==> config.mk <==
export PLATFORM = sky130hd
export DESIGN_NAME = simt_cmp
export DESIGN_NICKNAME = d
export VERILOG_FILES = /design/src/rtl/core/simt_pkg.sv /design/src/rtl/core/simt_cmp.sv
export SDC_FILE = /design/constraint.sdc
export NUM_CORES = 1
export LEC_CHECK = 0
export ABC_AREA = 1
export BUFFER_PORTS_ARGS = -buffer_cell sky130_fd_sc_hd__buf_4
export CORE_AREA = 2 2 47 49
export DETAILED_ROUTE_END_ITERATION = 8
export DIE_AREA = 0 0 49 51
export GPL_TIMING_DRIVEN = 0
export PLACE_DENSITY = 0.92
export SLEW_MARGIN = 20
export SYNTH_ARGS = -nofsm -noshare
export SYNTH_HDL_FRONTEND = slang
export SYNTH_SLANG_ARGS = --single-unit
==> constraint.sdc <==
create_clock -name vclk -period 1.45
set_input_delay 0.0725 -clock vclk [all_inputs]
set_output_delay 0.0725 -clock vclk [all_outputs]
set_load 0.005 [all_outputs]
==> src/rtl/core/simt_pkg.sv <==
// ----------------------------------------------------------------------------
// simt_pkg: shared types and constants of the sorted index merge table
// Entry layout, command and status codes, sequencer states.
// ----------------------------------------------------------------------------
package simt_pkg;

	localparam int unsigned ENTRIES = 1024;
	localparam int unsigned AW = $clog2(ENTRIES);
	localparam int unsigned CW = $clog2(ENTRIES + 1);
	localparam int unsigned EW = 128;

	typedef enum logic [1:0] {
		CMD_LOAD   = 2'd0,
		CMD_MERGE  = 2'd1,
		CMD_READ   = 2'd2,
		CMD_LOOKUP = 2'd3
	} cmd_t;

	typedef enum logic [2:0] {
		ST_OK       = 3'd0,
		ST_INSERTED = 3'd1,
		ST_REPLACED = 3'd2,
		ST_APPENDED = 3'd3,
		ST_FOUND    = 3'd4,
		ST_NOTFOUND = 3'd5,
		ST_FULL     = 3'd6,
		ST_BADPOS   = 3'd7
	} status_t;

	localparam logic REG_DATA_BASE    = 1'b0;
	localparam logic REG_HEADER_BYTES = 1'b1;

	typedef enum logic [3:0] {
		S_IDLE,
		S_SCAN_RD,
		S_SCAN_CMP,
		S_SHIFT_RD,
		S_SHIFT_WR,
		S_BS_RD,
		S_BS_CMP,
		S_OUT_RD,
		S_OUT_CAP,
		S_DONE
	} state_t;

	typedef struct packed {
		logic [31:0] packed_size;
		logic [31:0] size;
		logic [31:0] offset;
		logic [31:0] id;
	} entry_t;

	// key compare from the shared comparator
	typedef struct packed {
		logic eq;
		logic lt;
	} cmp_t;

endpackage

==> src/rtl/core/simt_cmp.sv <==
// ----------------------------------------------------------------------------
// simt_cmp: shared id comparator
// Compares the search key against one stored id.
// ----------------------------------------------------------------------------
module simt_cmp (
	input  logic [31:0]         key,
	input  logic [31:0]         id,
	output simt_pkg::cmp_t      res
);
	import simt_pkg::*;

	always_comb begin
		res.eq = (key == id);
		res.lt = (key < id);
	end
endmodule
# Yosys cells after proc, flatten, opt, wreduce, memory -nomap -nowiden
# Cells that the tools add are included.
# W data, S select, Z words.
[classes] order_cmp=1 n_eq_ne=1
[op_table] cell="$eq A32 B32 Y1" count=1
[op_table] cell="$lt A32 B32 Y1" count=1
[totals] regBits=0 wordCells=2

# Logic depth before layout (Yosys ltp)
[depth] ltp_word=1 depth_mapped=12

# Worst setup path before layout
# No wires, ideal clock.
[synth_timing] path_kind="input to output" startpoint="input port id[31]" endpoint="output port res[1] (netlist bit)" arrival_ns=0.921 path_slack_ns=0.456 stages=8 path_cell_list="inv_1 ha_1 nand2_1 inv_1 nand3_2 nor3_2 inv_2 nor3_2"
[synth_rtl] element="from (decl)" line="simt_cmp.sv:7" source="input logic [31:0] id,"
[synth_rtl] element="to (decl)" line="simt_cmp.sv:8" source="output simt_pkg::cmp_t res"

==> flow_summary.json <==
{
  "status": "finished, final reports clean",
  "crit_path_cell_trace": "buf_4 -> ha_1 -> a21o_1 -> nor2_1 -> nand2_1 -> nand2_1 -> nand2_1 -> a21oi_1 -> buf_4",
  "mostFrequentLayoutCells": "66 x buf_4, 40 x inv_1, 32 x nand2_1, 32 x ha_1, 14 x a21oi_1",
  "cpMostUsedCell": "nand2_1",
  "cp.required_ns": 1.38,
  "synth.area.mux_share": 0,
  "cap_violations": 0,
  "start_kind": "input port",
  "crit_buf_inv": 2,
  "min_period_ns": 1.27,
  "place_congestion": 0.707,
  "swShare": 0.405,
  "hold_buffers": 0,
  "p_comb_frac": 1.000,
  "nFillCells": 181,
  "grt_pass1_vias": 946,
  "hold_viol": 0,
  "synth_top_family_by_area": "adder cells",
  "yosysTopAreaCell": "ha_1",
  "pwr-share-seq": 0,
  "synth_compound_area_frac": 0.119,
  "p_switching_mw": 0.136,
  "worstPathArrival_ns": 1.20,
  "power_leakage_nw": 0.916,
  "yosysWarningCount": 0,
  "rows": 17,
  "wl_per_cell_um": 8.17,
  "diodes": 0,
  "grt_pass1_wl_um": 3220,
  "flops_and_latches": 0,
  "seq_area_frac_synth": 0,
  "antenna_found_initial": 0,
  "vias_per_cell": 4.40,
  "areaGrowthSynthToFinish_pct": 61.4,
  "yosysTopAreaCellShare": 0.463,
  "peakVddDrop_mv": 0.142,
  "drt_iter0_drc": 1,
  "synthAdderAreaFrac": 0.463,
  "ant_nets": 0,
  "port_buffers": 66,
  "cpPeakStageDelay_ns": 0.30,
  "dp_hpwl_um": 1870,
  "min_to": "res[0]",
  "final_util": 0.676,
  "fmax_mhz": 787,
  "crit_family": "compound AO/OA/AOI/OAI gates",
  "cts_resized": 0,
  "pre_cts_slack_ns": 0.169,
  "die-area_sq_um": 2500,
  "relSlewSlack": 0.839,
  "synthXorXnorAreaFrac": 0,
  "synth_area_leaders": "ha_1 46%, inv_1 17%, nand2_1 14%",
  "stdcell_area_sq_um": 1400,
  "nNetsFinal": 304,
  "synth_cell_type_count": 15,
  "fin_crit_sh": 0.876,
  "p_total_mw": 0.335,
  "grt_max_degree": 4,
  "crit_type": "input port to output port",
  "synth_area_sq_um": 865,
  "die_x_um": 49,
  "io_pins": 66,
  "power.internal_mw": 0.199,
  "drive_above_1_share": 0.340,
  "postSynthAreaPerCell_sq_um": 6.18,
  "seqCellArea_sq_um": 0,
  "die_h_um": 51,
  "worst-path-max-fanout": 2,
  "worst_slack_ns": 0.179,
  "tightest_slew_ns": 0.239,
  "syn_nets": 236,
  "finalSetupTns_ns": 0,
  "vias": 1029,
  "place_area_sq_um": 1400,
  "hold_path_class": "input port to output port",
  "wl_um": 1910,
  "n_clock_buffer": 0,
  "final_common_cell": "buf_4",
  "postCtsSetupBuffers": 0,
  "clkPwrFrac": 0,
  "grt-ovfl-total": 0,
  "yosys.area_share.simple": 0.240,
  "rsz0062_at_grt": "false",
  "syn_inst": 140,
  "maxSlewViolCount": 0,
  "end_kind": "output port",
  "cellPowerDensity_nw_per_um2": 240,
  "drt_first_pass_iters": 2,
  "grt_use_total": 0.151,
  "min_from": "key[31]",
  "initial_core_util": 0.419,
  "finalSetupViolCount": 0,
  "hold_depth": 8,
  "drc": 0,
  "cp_slowest_cell": "ha_1",
  "core_sq_um": 2060
}
## synthesized netlist by cell type
master / instances
o21bai_1: 1
nand2_1: 32
nand3_2: 1
ha_1: 32
a21oi_1: 14
nor3_1: 1
o21ai_0: 2
nand3_1: 2
nor3_2: 2
a21o_1: 1
o21a_1: 1
inv_2: 1
inv_1: 40
nor2_1: 8
nand4_1: 2
## kinds of logic (layout without fill, tap and decap cells)
group	count (synthesis)	count (layout)
buffers and inverters	41	107
and+or+nand+nor	48	48
AOI/OAI and AO/OA	19	19
adders and majority gates	32	32
## metrics by stage
| step | instances | hold WS (ns) |
|---|---|---|
| floorplan | 140 | 0.476 |
| global placement | 234 | 0.722 |
| detailed placement | 234 | 0.728 |
| CTS | 234 | 0.722 |
| global route | 234 | 0.773 |
| finish | 234 | 0.718 |
## metal layers
metal | track usage | up-vias | wire length [um]
met5 | 0 | - | 0
met4 | 0 | 0 | 0
met3 | 0.0234 | 0 | 146
met2 | 0.340 | 36 | 1020
met1 | 0.149 | 418 | 745
li1 | - | 575 | -
## cell type report
class	instances	area, sq um	share of cell area
multi-input cells	99	711	0.509
repair buffers	66	495	0.355
inverters	41	154	0.110
well taps	28	35.0	0.0251
## worst max path at each step
stage,startpoint,end,depth (start not counted)
2_1_floorplan,id[31],res[1],8
3_3_place_gp,key[7],res[0],9
3_5_place_dp,key[7],res[0],9
4_1_cts,key[7],res[0],9
5_1_grt,key[23],res[1],7
6_report,key[7],res[0],9
## power by group through the flow
| stage | Clock (mW) | Sequential, mW | Combinational (mW) |
|---|---|---|---|
| global placement | 0 | 0 | 0.328 |
| global route | 0 | 0 | 0.393 |
| floorplan | 0 | 0 | 0.167 |
| detailed placement | 0 | 0 | 0.341 |
| finish | 0 | 0 | 0.335 |
| CTS | 0 | 0 | 0.342 |
Note: power is estimated with default switching activity, not from simulation.
